File: config.mk
export PLATFORM = sky130hd
export DESIGN_NAME = text_console_cursor_engine
export DESIGN_NICKNAME = d
export VERILOG_FILES = /design/src/hw/rtl/tcc_pkg.sv /design/src/hw/rtl/text_console_cursor_engine.sv
export SDC_FILE = /design/constraint.sdc
export NUM_CORES = 1
export LEC_CHECK = 0
export ABC_AREA = 0
export BUFFER_PORTS_ARGS = -buffer_cell sky130_fd_sc_hd__buf_2
export CAP_MARGIN = 20
export CELL_PAD_IN_SITES_DETAIL_PLACEMENT = 0
export CELL_PAD_IN_SITES_GLOBAL_PLACEMENT = 2
export CORE_MARGIN = 3
export CORE_UTILIZATION = 39
export DETAILED_ROUTE_END_ITERATION = 10
export PLACE_DENSITY_LB_ADDON = 0.05
export SLEW_MARGIN = 20
export SYNTH_ARGS = -nofsm -noshare
export SYNTH_HDL_FRONTEND = slang
export SYNTH_SLANG_ARGS = --single-unit
File: constraint.sdc
create_clock -name aclk -period 9.5 [get_ports aclk]
set_clock_uncertainty 0.2 [all_clocks]
set_input_delay 0.95 -clock aclk [delete_from_list [all_inputs] [get_ports aclk]]
set_output_delay 0.95 -clock aclk [all_outputs]
set_load 0.01 [all_outputs]
File: src/hw/rtl/tcc_pkg.sv
// Shared types and constants for the text console cursor engine.
package tcc_pkg;

    localparam int unsigned CELL_SHIFT = 3;

    localparam logic [1:0] REQ_PRINT = 2'd0;
    localparam logic [1:0] REQ_TICK  = 2'd1;
    localparam logic [1:0] REQ_CLEAR = 2'd2;

    localparam logic [1:0] CMD_FILL   = 2'd0;
    localparam logic [1:0] CMD_GLYPH  = 2'd1;
    localparam logic [1:0] CMD_SCROLL = 2'd2;
    localparam logic [1:0] CMD_CLEAR  = 2'd3;

    localparam logic [7:0]  NEWLINE_CODE = 8'd10;
    localparam logic [31:0] CURSOR_WHITE = 32'h00FF_FFFF;

    localparam logic [1:0] CFG_TEXT_COLOR   = 2'd0;
    localparam logic [1:0] CFG_BACK_COLOR   = 2'd1;
    localparam logic [1:0] CFG_BLINK_PERIOD = 2'd2;

    localparam logic [31:0] TEXT_COLOR_RST   = 32'h00FF_FFFF;
    localparam logic [31:0] BACK_COLOR_RST   = 32'h0000_0020;
    localparam logic [23:0] BLINK_PERIOD_RST = 24'd200000;

    localparam int unsigned MAX_CMDS = 4;

    typedef struct packed {
        logic [1:0]  cmd;
        logic [9:0]  x_pixel;
        logic [8:0]  y_pixel;
        logic [7:0]  glyph;
        logic [31:0] fore_color;
        logic [31:0] fill_color;
    } draw_cmd_t;

endpackage

File: src/hw/rtl/text_console_cursor_engine.sv
// Text console cursor engine: turns print, tick and clear requests into drawing commands.
//
// Usage. Requests arrive on the s_ stream: s_tuser carries the request type (print,
// tick, clear) and s_tdata the character byte. Drawing commands leave on the m_ stream:
// m_tuser is the command code, m_tdata holds the cell coordinates, glyph and colours,
// and m_tlast marks the final command caused by one request. The cfg_ channel writes
// text colour, background colour and blink period; it is always ready, and the user
// must write it only while the block is idle, which the block itself does not enforce.
// An accepted request waits in the input register and is then expanded into a batch
// of up to four commands in the command register, from which they are offered in order.
// The command register drains one command a cycle while the receiver is ready: a
// printed character gives three or four commands, a newline two or three, and a clear
// or a blink tick one; a tick that causes no command only advances the blink counter.
// The next request waits in the input register and is expanded in the same cycle as
// the last command leaves. Reset (aresetn low, synchronous) empties both registers, homes
// the cursor, clears the blink counter and phase, and restores the register defaults.
// When the receiver stalls, the current command holds; one more request is taken into
// the input register and s_tready then drops until the batch has drained.
module text_console_cursor_engine
    import tcc_pkg::*;
#(
    parameter int unsigned SCREEN_WIDTH  = 640,
    parameter int unsigned SCREEN_HEIGHT = 480
) (
    input  logic        aclk,
    input  logic        aresetn,
    input  logic        s_tvalid,
    output logic        s_tready,
    input  logic [7:0]  s_tdata,   // [7:0] char_code
    input  logic [1:0]  s_tuser,   // [1:0] req_type
    output logic        m_tvalid,
    input  logic        m_tready,
    output logic [95:0] m_tdata,   // [9:0] x_pixel, [18:10] y_pixel, [26:19] glyph,
                                   // [58:27] fore_color, [90:59] fill_color, zero above
    output logic [1:0]  m_tuser,   // [1:0] cmd
    output logic        m_tlast,   // last
    input  logic        cfg_valid,
    output logic        cfg_ready,
    input  logic [1:0]  cfg_index,
    input  logic [31:0] cfg_data
);

    localparam int unsigned TEXT_COLS = SCREEN_WIDTH >> CELL_SHIFT;
    localparam int unsigned TEXT_ROWS = SCREEN_HEIGHT >> CELL_SHIFT;
    localparam int unsigned COL_W = (TEXT_COLS > 1) ? $clog2(TEXT_COLS) : 1;
    localparam int unsigned ROW_W = (TEXT_ROWS > 1) ? $clog2(TEXT_ROWS) : 1;
    localparam logic [COL_W:0]   COLS_V   = (COL_W + 1)'(TEXT_COLS);
    localparam logic [ROW_W:0]   ROWS_V   = (ROW_W + 1)'(TEXT_ROWS);
    localparam logic [ROW_W-1:0] LAST_ROW = ROW_W'(TEXT_ROWS - 1);

    logic [31:0]      text_color_reg;
    logic [31:0]      back_color_reg;
    logic [23:0]      blink_period_reg;

    logic [COL_W-1:0] col_reg, col_next;
    logic [ROW_W-1:0] line_reg, line_next;
    logic [23:0]      ticks_reg, ticks_next;
    logic             blink_reg, blink_next;

    logic             in_valid_reg;
    logic [1:0]       in_req_reg;
    logic [7:0]       in_char_reg;

    draw_cmd_t        batch_reg [MAX_CMDS];
    draw_cmd_t        batch_next [MAX_CMDS];
    logic [2:0]       cnt_reg, cnt_next;
    logic [1:0]       idx_reg;

    logic [COL_W:0]   col_inc;
    logic [ROW_W:0]   line_inc;
    logic [23:0]      tick_inc;
    logic [1:0]       slot;
    logic             wrap;
    logic             out_fire;
    logic             finishing;
    logic             batch_free;
    logic             load;
    draw_cmd_t        cur;

    function automatic draw_cmd_t make_fill(input logic [COL_W-1:0] c,
                                            input logic [ROW_W-1:0] r,
                                            input logic [31:0] color);
        draw_cmd_t        d;
        logic [COL_W+12:0] xw;
        logic [ROW_W+11:0] yw;
        xw = {10'd0, c, 3'd0};
        yw = {9'd0, r, 3'd0};
        d            = '0;
        d.cmd        = CMD_FILL;
        d.x_pixel    = xw[9:0];
        d.y_pixel    = yw[8:0];
        d.fore_color = color;
        return d;
    endfunction

    assign cfg_ready = 1'b1;

    always_ff @(posedge aclk) begin
        if (!aresetn) begin
            text_color_reg   <= TEXT_COLOR_RST;
            back_color_reg   <= BACK_COLOR_RST;
            blink_period_reg <= BLINK_PERIOD_RST;
        end else if (cfg_valid) begin
            case (cfg_index)
                CFG_TEXT_COLOR:   text_color_reg   <= cfg_data;
                CFG_BACK_COLOR:   back_color_reg   <= cfg_data;
                CFG_BLINK_PERIOD: blink_period_reg <= cfg_data[23:0];
                default: ;
            endcase
        end
    end

    assign out_fire   = m_tvalid && m_tready;
    assign finishing  = out_fire && (({1'b0, idx_reg} + 3'd1) == cnt_reg);
    assign batch_free = (cnt_reg == 3'd0) || finishing;
    assign load       = in_valid_reg && batch_free;
    assign s_tready   = !in_valid_reg || load;

    assign col_inc  = {1'b0, col_reg} + 1'b1;
    assign line_inc = {1'b0, line_reg} + 1'b1;
    assign tick_inc = ticks_reg + 24'd1;

    always_comb begin
        for (int i = 0; i < MAX_CMDS; i++) begin
            batch_next[i] = '0;
        end
        cnt_next   = 3'd0;
        col_next   = col_reg;
        line_next  = line_reg;
        ticks_next = ticks_reg;
        blink_next = blink_reg;
        slot       = 2'd1;
        wrap       = 1'b0;
        case (in_req_reg)
            REQ_PRINT: begin
                batch_next[0] = make_fill(col_reg, line_reg, back_color_reg);
                if (in_char_reg == NEWLINE_CODE) begin
                    wrap = 1'b1;
                end else begin
                    batch_next[1]            = make_fill(col_reg, line_reg, text_color_reg);
                    batch_next[1].cmd        = CMD_GLYPH;
                    batch_next[1].glyph      = in_char_reg;
                    batch_next[1].fill_color = back_color_reg;
                    slot                     = 2'd2;
                    wrap                     = (col_inc >= COLS_V);
                    col_next                 = col_inc[COL_W-1:0];
                end
                if (wrap) begin
                    col_next = '0;
                    if (line_inc >= ROWS_V) begin
                        batch_next[slot]            = '0;
                        batch_next[slot].cmd        = CMD_SCROLL;
                        batch_next[slot].fill_color = back_color_reg;
                        slot                        = slot + 2'd1;
                        line_next                   = LAST_ROW;
                    end else begin
                        line_next = line_inc[ROW_W-1:0];
                    end
                end
                batch_next[slot] = make_fill(col_next, line_next, CURSOR_WHITE);
                cnt_next         = {1'b0, slot} + 3'd1;
            end
            REQ_TICK: begin
                if (tick_inc > blink_period_reg) begin
                    ticks_next    = '0;
                    blink_next    = !blink_reg;
                    batch_next[0] = make_fill(col_reg, line_reg,
                                              blink_reg ? back_color_reg : CURSOR_WHITE);
                    cnt_next      = 3'd1;
                end else begin
                    ticks_next = tick_inc;
                end
            end
            REQ_CLEAR: begin
                batch_next[0].cmd        = CMD_CLEAR;
                batch_next[0].fill_color = back_color_reg;
                cnt_next                 = 3'd1;
                col_next                 = '0;
                line_next                = '0;
                ticks_next               = '0;
                blink_next               = 1'b0;
            end
            default: ;
        endcase
    end

    always_ff @(posedge aclk) begin
        if (!aresetn) begin
            in_valid_reg <= 1'b0;
            cnt_reg      <= 3'd0;
            idx_reg      <= 2'd0;
            col_reg      <= '0;
            line_reg     <= '0;
            ticks_reg    <= '0;
            blink_reg    <= 1'b0;
        end else begin
            if (s_tvalid && s_tready) begin
                in_valid_reg <= 1'b1;
            end else if (load) begin
                in_valid_reg <= 1'b0;
            end
            if (load) begin
                cnt_reg   <= cnt_next;
                idx_reg   <= 2'd0;
                col_reg   <= col_next;
                line_reg  <= line_next;
                ticks_reg <= ticks_next;
                blink_reg <= blink_next;
            end else if (finishing) begin
                cnt_reg <= 3'd0;
                idx_reg <= 2'd0;
            end else if (out_fire) begin
                idx_reg <= idx_reg + 2'd1;
            end
        end
    end

    always_ff @(posedge aclk) begin
        if (s_tvalid && s_tready) begin
            in_req_reg  <= s_tuser;
            in_char_reg <= s_tdata;
        end
        if (load) begin
            for (int i = 0; i < MAX_CMDS; i++) begin
                batch_reg[i] <= batch_next[i];
            end
        end
    end

    assign cur      = batch_reg[idx_reg];
    assign m_tvalid = (cnt_reg != 3'd0);
    assign m_tlast  = (({1'b0, idx_reg} + 3'd1) == cnt_reg);
    assign m_tuser  = cur.cmd;
    assign m_tdata  = {5'd0, cur.fill_color, cur.fore_color, cur.glyph,
                       cur.y_pixel, cur.x_pixel};

endmodule

==> results.yml, run 1 <==
outcome:
  status: "finished, final reports clean"
synthesis:
  post_synth_cell_types: 77
  async_reset_ff_share_pct: 0
  synthDominantCellAreaShare_pct: 41.2
  synth_most_common_cell: "sky130_fd_sc_hd__nand2_1"
  synth-edff-count: 236
  synth.top_cells.by_area: "sky130_fd_sc_hd__edfxtp_1 (41%), sky130_fd_sc_hd__dfxtp_1 (16%), sky130_fd_sc_hd__nand2_1 (7.1%)"
  synth.cell_area_sq_mm: 0.0172
  synth_seq_area_share_pct: 56.8
  synth_flop_cell: "sky130_fd_sc_hd__edfxtp_1"
  netlist_instances: 1647
  netlist_top_cells_count: "sky130_fd_sc_hd__nand2_1 (324), sky130_fd_sc_hd__edfxtp_1 (236), sky130_fd_sc_hd__dfxtp_1 (134)"
  yosysWarnings: 0
  synth-seq-cells: 370
  synth_top_area_cell: "sky130_fd_sc_hd__edfxtp_1"
  syn-mean-instance-area_sq_um: 10.4
timing:
  timing.final.crit_share_pct: 59.9
  finalHoldViolCount: 0
  report.final.slew_viol_count: 0
  setup-violations-final: 0
  setup_tns_ps: 0
  post-route-worst-setup-slack_ps: 3810
  rsz0062_at_grt: "no"
  max_freq_mhz: 176
  max-slew-margin-rel_pct: 30.6
  finalCriticalPeriod_ps: 5690
  fin_hold_ws_ps: 254
  worst-slew-pin-transition_ps: 1040
setup_path:
  r2r_setup_slack_ps: 3810
  path_delay_family: "simple AND/OR/NAND/NOR gates"
  critical_path.endpoint_type: "flip-flop"
  reg2reg_to: "batch_reg[1][29]"
  worstSetupPathDepth: 11
  worst_path_most_repeated_cell: "sky130_fd_sc_hd__nand2_1"
  timing.reg2reg.worst_path_depth: 11
  cp-start-kind: "flip-flop"
  critical_path.max_fanout: 32
  r2r-start: "in_char_reg[3]"
  worstPathCellList: "nor4b_1, nand2_1, clkinv_1, a31oi_2, nand2_1, nand2b_1, inv_1, ha_1, nor2_1, a21boi_4, and2_1"
  critPathKind: "flip-flop to flip-flop"
  critPathArrivalTime_ps: 5910
  worst_ep_required_time_ps: 9720
  cp_slowest_cell: "sky130_fd_sc_hd__a21boi_4"
  timing.critical_path.slowest_cell_delay_ps: 890
  worstPathBufferInverterCount: 2
detailed_routing:
  detail_route.drc_violations: 0
  drt_wl_total_mm: 45.2
  drt_first_iter_violations: 646
  postRouteAntennaNets: 0
  via_count: 11982
  routed_via_density: 5.09
  wl_per_cell_microns: 19.2
  dr.pass1.iters: 5
clocking:
  clock_sink_count: 370
  tritoncts.num_buffers: 42
  cts_tree: "done"
  cts.root.buffer_cell: "sky130_fd_sc_hd__clkbuf_16"
  post_cts_buffers: 0
  cts.clk_slew.worst_paths_ps: 60
  ctsHoldBuffers: 0
  post_cts_resized: 0
  clock_tree.htree_level_count: 2
  clockBufferDepth: 3
  clk_latency_ps: 560
power_and_ir_drop:
  pwr_density_cell_mw_per_mm2: 181
  cellLeakagePower_nw: 7.38
  vdd_drop_max_uv: 112
  p_total_mw: 3.55
floorplanning:
  initial_util_pct: 39.7
  placementRows: 76
  fp.coreArea_sq_mm: 0.0433
  ios: 151
  die_height_microns: 216
  floorplan.die_area_sq_mm: 0.0466
  chipWidth_microns: 216
worst_hold_path:
  worstHoldPathType: "flip-flop to flip-flop"
  min_from: "text_color_reg[26]"
  timing.hold.worst_path_depth: 2
  worstHoldEndpoint: "text_color_reg[26]"
global_route:
  grt_util_met2_pct: 30.0
  grt_most_used_layer: "met2"
  grt_util_all_layers_pct: 19.4
  grt.met3_usage_pct: 3.11
  first_global_vias: 11941
  global_route.usage.met1_pct: 28.1
  grt_max_degree: 138
  gr-total-overflow: 0
  grt_pass1_wl_mm: 70.8
  grt_antenna_before_repair: 2
place:
  buffer_ports.inserted: 138
  finalWeightedCongestion: 0.796
  hpwl_mm: 29.0
  place_worst_setup_slack_ps: 3760
  placement.cell_area_sq_mm: 0.0183
finish:
  largest_register_ffs: 226
  filler_cells_inserted: 4205
  postLayoutCellArea_sq_mm: 0.0196
  final_nets: 1822
  final_layout_size_suffix_gt1_share_pct: 14.6
  synthToLayoutAreaGrowth_pct: 13.8
flow_run:
  maxCapViolations: 0
-- routing by layer --
layer | vias to the layer above | wire, microns
li1 | 5906 | -
met1 | 5779 | 22100
met2 | 239 | 20100
met3 | 58 | 1990
met5 | - | 0
met4 | 0 | 1050
-- final cells by class --
| cell class | instances | area (sq um) | area share (%) |
|---|---|---|---|
| Timing Repair Buffer | 157 | 833 | 4.26 |
| Sequential cell | 370 | 9770 | 50.0 |
| Inverter | 60 | 233 | 1.19 |
| Tap cell | 585 | 732 | 3.74 |
| Antenna cell | 1 | 2.50 | 0.0128 |
| Clock buffer | 62 | 1200 | 6.13 |
| Multi-Input combinational cell | 1104 | 6700 | 34.2 |
| Clock inverter | 16 | 90.1 | 0.460 |
-- power by group --
group | internal [mW] | switching, mW
Clock | 0.877 | 0.646
Combinational | 0.0675 | 0.147
Sequential | 1.78 | 0.0287
-- cell families after synthesis --
family                   Yosys count  synth area share, %
other                              2               0.0437
flip-flops                       370                 56.8
buffers and inverters            183                 4.53
multiplexers                      82                 5.73
AND/OR/NAND/NOR                  666                 18.6
adder cells (fa/ha/maj)           38                 2.77
XOR/XNOR                          30                 1.53
AO/OA/AOI/OAI                    276                 9.97
-- cell usage in the layout (no fill, tap or decap), types with 7 or more instances in the layout --
cell                        instances
sky130_fd_sc_hd__nand2_1          323
sky130_fd_sc_hd__edfxtp_1         236
sky130_fd_sc_hd__buf_2            138
sky130_fd_sc_hd__dfxtp_1          132
sky130_fd_sc_hd__and2_1           120
sky130_fd_sc_hd__a21oi_1           91
sky130_fd_sc_hd__o21ai_0           85
sky130_fd_sc_hd__mux2i_1           68
sky130_fd_sc_hd__inv_1             57
sky130_fd_sc_hd__nor2_1            55
sky130_fd_sc_hd__nand3_1           50
sky130_fd_sc_hd__clkbuf_16         44
sky130_fd_sc_hd__ha_1              38
sky130_fd_sc_hd__nor3_1            26
sky130_fd_sc_hd__and3_1            21
sky130_fd_sc_hd__xnor2_1           18
sky130_fd_sc_hd__buf_4             18
sky130_fd_sc_hd__clkbuf_1          15
sky130_fd_sc_hd__nor2b_1           14
sky130_fd_sc_hd__a21o_1            14
sky130_fd_sc_hd__mux4_2            13
sky130_fd_sc_hd__xor2_1            12
sky130_fd_sc_hd__nand4_1           12
sky130_fd_sc_hd__a21o_2            12
sky130_fd_sc_hd__conb_1            12
sky130_fd_sc_hd__o211ai_1          10
sky130_fd_sc_hd__clkinv_1           8
sky130_fd_sc_hd__o221ai_1           8
sky130_fd_sc_hd__nand2b_1           7
sky130_fd_sc_hd__o2bb2ai_1          7
sky130_fd_sc_hd__clkinv_2           7
-- tightest hold or removal path: stages, from the launching register on --
cell and delay (ps):
sky130_fd_sc_hd__dfxtp_1 310, sky130_fd_sc_hd__nand2_1 50, sky130_fd_sc_hd__a21oi_1 50
-- through the flow --
stage,instances,util [%]
floorplan,1657,-
global placement,2275,42.2
detailed placement,2275,42.2
CTS,2353,45.2
global route,2355,45.2
finish,2355,45.2
-- worst max-delay path by stage --
stage / start / to / slack (ps)
6_report: in_char_reg[3] / batch_reg[1][29] / 3810
5_1_grt: in_char_reg[3] / batch_reg[1][13] / 3160
4_1_cts: in_char_reg[3] / batch_reg[1][29] / 3730
3_5_place_dp: in_char_reg[3] / batch_reg[1][29] / 3760
3_3_place_gp: in_char_reg[3] / batch_reg[1][12] / 4030
2_1_floorplan: m_tready / col_reg[2] / 1790
Note: power is estimated with default switching activity, not from simulation.
==> inputs of run 2 (changes only) <==
- ABC_AREA: 0 -> 1
- CORE_UTILIZATION: 39 -> 33
- clock period: 9.5 -> 5.2 ns (I/O delays scaled with it)
==> results.yml, run 2 <==
finish:
  filler_cells_inserted: 5162
  final_nets: 2138
  largest_register_ffs: 226
  mostFrequentLayoutCells: "sky130_fd_sc_hd__nand2_1 (436), sky130_fd_sc_hd__edfxtp_1 (236), sky130_fd_sc_hd__inv_1 (231)"
  final_common_cell: "sky130_fd_sc_hd__nand2_1"
  finalCoreUtilization_pct: 39.4
  final_layout_size_suffix_gt1_share_pct: 12.5
  synthToLayoutAreaGrowth_pct: 16.5
  insertedDiodeCount: 0
synthesis:
  synth-compound-area-share_pct: 10.6
  post_synth_fa_ha_maj_area_fraction_pct: 2.78
  largest_family_of_logic_cells_by_synthesized_area: "simple AND/OR/NAND/NOR gates"
  synth-seq-cells: 370
  yosysWarnings: 0
  synth-edff-count: 236
  synth_simple_gate_area_share_pct: 19.8
  synth_most_common_cell: "sky130_fd_sc_hd__nand2_1"
  synth_top_area_cell: "sky130_fd_sc_hd__edfxtp_1"
  synth.top_cells.by_area: "sky130_fd_sc_hd__edfxtp_1 (41%), sky130_fd_sc_hd__dfxtp_1 (16%), sky130_fd_sc_hd__nand2_1 (9.6%)"
  synthDominantCellAreaShare_pct: 41.4
  synth.cell_area_sq_mm: 0.0171
  post_synth_mux_area_share_pct: 0
  netlist_top_cells_count: "sky130_fd_sc_hd__nand2_1 (439), sky130_fd_sc_hd__edfxtp_1 (236), sky130_fd_sc_hd__inv_1 (232)"
  synth_seq_area_share_pct: 57.0
  post_synth_xor_area_fraction_pct: 1.28
  synth_flop_cell: "sky130_fd_sc_hd__edfxtp_1"
  syn-mean-instance-area_sq_um: 8.86
  post_synth_cell_types: 41
  netlist_instances: 1934
  async_reset_ff_share_pct: 0
global_route:
  gr-total-overflow: 0
  grt_max_degree: 145
  grt_antenna_before_repair: 0
  first_global_vias: 12409
  grt_util_all_layers_pct: 18.7
  grt_pass1_wl_mm: 77.8
floorplanning:
  die_height_microns: 234
  chipWidth_microns: 234
  placementRows: 82
  fp.coreArea_sq_mm: 0.0507
  ios: 151
  initial_util_pct: 33.8
  floorplan.die_area_sq_mm: 0.0547
power_and_ir_drop:
  cellLeakagePower_nw: 8.46
  pwr_density_cell_mw_per_mm2: 339
  vdd_drop_max_uv: 192
clocking:
  tritoncts.num_buffers: 44
  clock_sink_count: 370
  clock_tree.htree_level_count: 2
  cts.root.buffer_cell: "sky130_fd_sc_hd__clkbuf_16"
  clk_latency_ps: 570
  clockBufferDepth: 3
  post_cts_buffers: 0
  cts.clk_slew.worst_paths_ps: 60
  cts_tree: "done"
  post_cts_resized: 0
outcome:
  status: "finished, final reports clean"
setup_path:
  r2r_setup_slack_ps: 950
  reg2reg_to: "batch_reg[0][57]"
  timing.reg2reg.worst_path_depth: 13
  critical_path.endpoint_type: "flip-flop"
  cp-start-kind: "flip-flop"
  critPathArrivalTime_ps: 4360
  critical_path.max_fanout: 26
  r2r-start: "line_reg[1]"
  worst_ep_required_time_ps: 5310
  critPathKind: "flip-flop to flip-flop"
detailed_routing:
  wl_per_cell_microns: 18.6
  dr.pass1.iters: 5
  highest-signal-layer: "met4"
  wl_met1_mm: 26.1
  met2_length_mm: 22.2
  via_count: 13069
  drt_first_iter_violations: 940
  drt_wl_total_mm: 51.4
  postRouteAntennaNets: 0
  detail_route.drc_violations: 0
  routed_via_density: 4.74
  wire_length_on_met3_mm: 2.09
place:
  place_worst_setup_slack_ps: 964
  hpwl_mm: 33.8
  finalWeightedCongestion: 0.834
  buffer_ports.inserted: 138
timing:
  fin_hold_ws_ps: 32.7
  timing.final.crit_share_pct: 81.7
  report.final.slew_viol_count: 0
  max-slew-margin-rel_pct: 30.9
  rsz0062_at_grt: "no"
  setup-violations-final: 0
  max_freq_mhz: 235
  post-route-worst-setup-slack_ps: 953
  worst-slew-pin-transition_ps: 1040
  finalHoldViolCount: 0
  finalCriticalPeriod_ps: 4250
  setup_tns_ps: 0
worst_hold_path:
  worstHoldEndpoint: "text_color_reg[5]"
  timing.hold.worst_path_depth: 3
  min_from: "cfg_data[5]"
  worstHoldPathType: "primary input to flip-flop"
flow_run:
  maxCapViolations: 0
==> run 2: changes by cell type after synthesis, moves of 37 or more <==
cell                      before  now
sky130_fd_sc_hd__nand3_1      50  147
sky130_fd_sc_hd__nor2_1       55  169
sky130_fd_sc_hd__o21ai_0      85  146
sky130_fd_sc_hd__and2_1      120    1
sky130_fd_sc_hd__mux2i_1      68    0
sky130_fd_sc_hd__nand2_1     324  439
sky130_fd_sc_hd__inv_1        58  232
sky130_fd_sc_hd__a22oi_1       2   39
==> run 2: report_power, final <==
group / switching (mW) / internal, mW
Combinational: 0.361 / 0.154
Sequential: 0.0604 / 3.28
Clock: 1.24 / 1.67
==> run 2: per-stage QoR <==
step | instances | cell area, sq um | power (mW)
4_1_cts | 2758 | 19900 | 6.87
5_1_grt | 2759 | 20000 | 7.05
3_5_place_dp | 2660 | 18400 | 3.91
6_report | 2759 | 20000 | 6.76
3_3_place_gp | 2660 | 18400 | 3.91
2_1_floorplan | 1944 | 17200 | 3.70
==> run 2: cell type report <==
class / count / area [sq um] / share of cell area, %
multi-input cells: 1218 / 6010 / 30.1
clock buffers: 68 / 1250 / 6.28
flip-flops and latches: 370 / 9770 / 49.0
clock inverters: 14 / 98.8 / 0.495
well taps: 672 / 841 / 4.21
repair buffers: 180 / 1080 / 5.43
inverters: 237 / 893 / 4.48
==> run 2: worst max-delay path, cell delays in order, from the launching register on <==
cell	delay, ps
sky130_fd_sc_hd__dfxtp_1	470
sky130_fd_sc_hd__ha_1	270
sky130_fd_sc_hd__nand4_1	160
sky130_fd_sc_hd__or2_2	340
sky130_fd_sc_hd__o21ai_1	120
sky130_fd_sc_hd__nand2_1	200
sky130_fd_sc_hd__ha_1	330
sky130_fd_sc_hd__inv_1	30
sky130_fd_sc_hd__nand2_1	130
sky130_fd_sc_hd__ha_1	860
sky130_fd_sc_hd__or2_2	300
sky130_fd_sc_hd__o21ai_0	170
sky130_fd_sc_hd__inv_1	310
sky130_fd_sc_hd__nor2_1	80
==> run 2: worst max path at each step <==
stage	from	slack [ps]	end	depth (start not counted)
floorplan	idx_reg[0]	-110	ticks_reg[18]	10
global placement	line_reg[1]	1050	batch_reg[0][62]	13
detailed placement	line_reg[1]	960	batch_reg[0][57]	13
CTS	line_reg[1]	940	batch_reg[0][57]	13
global route	line_reg[1]	690	batch_reg[0][57]	13
finish	line_reg[1]	950	batch_reg[0][57]	13
==> run 2: per-layer routing <==
metal	track usage (%)	vias to the layer above
met5	0	-
met1	28.2	6148
met4	4.76	0
met2	28.1	248
met3	2.79	53
li1	-	6620
==> run 2: what timing repair did <==
item	4_1_cts	5_1_grt
hold buffers	16	0
hold endpoints to repair	17	0
endpoints found under the setup margin	0	0
==> run 2: cell families after synthesis <==
kind of cell,Yosys count
simple gates,815
flops,370
buf+inv,356
compound gates,328
fa+ha+maj,38
xor+xnor,25
other cells,2
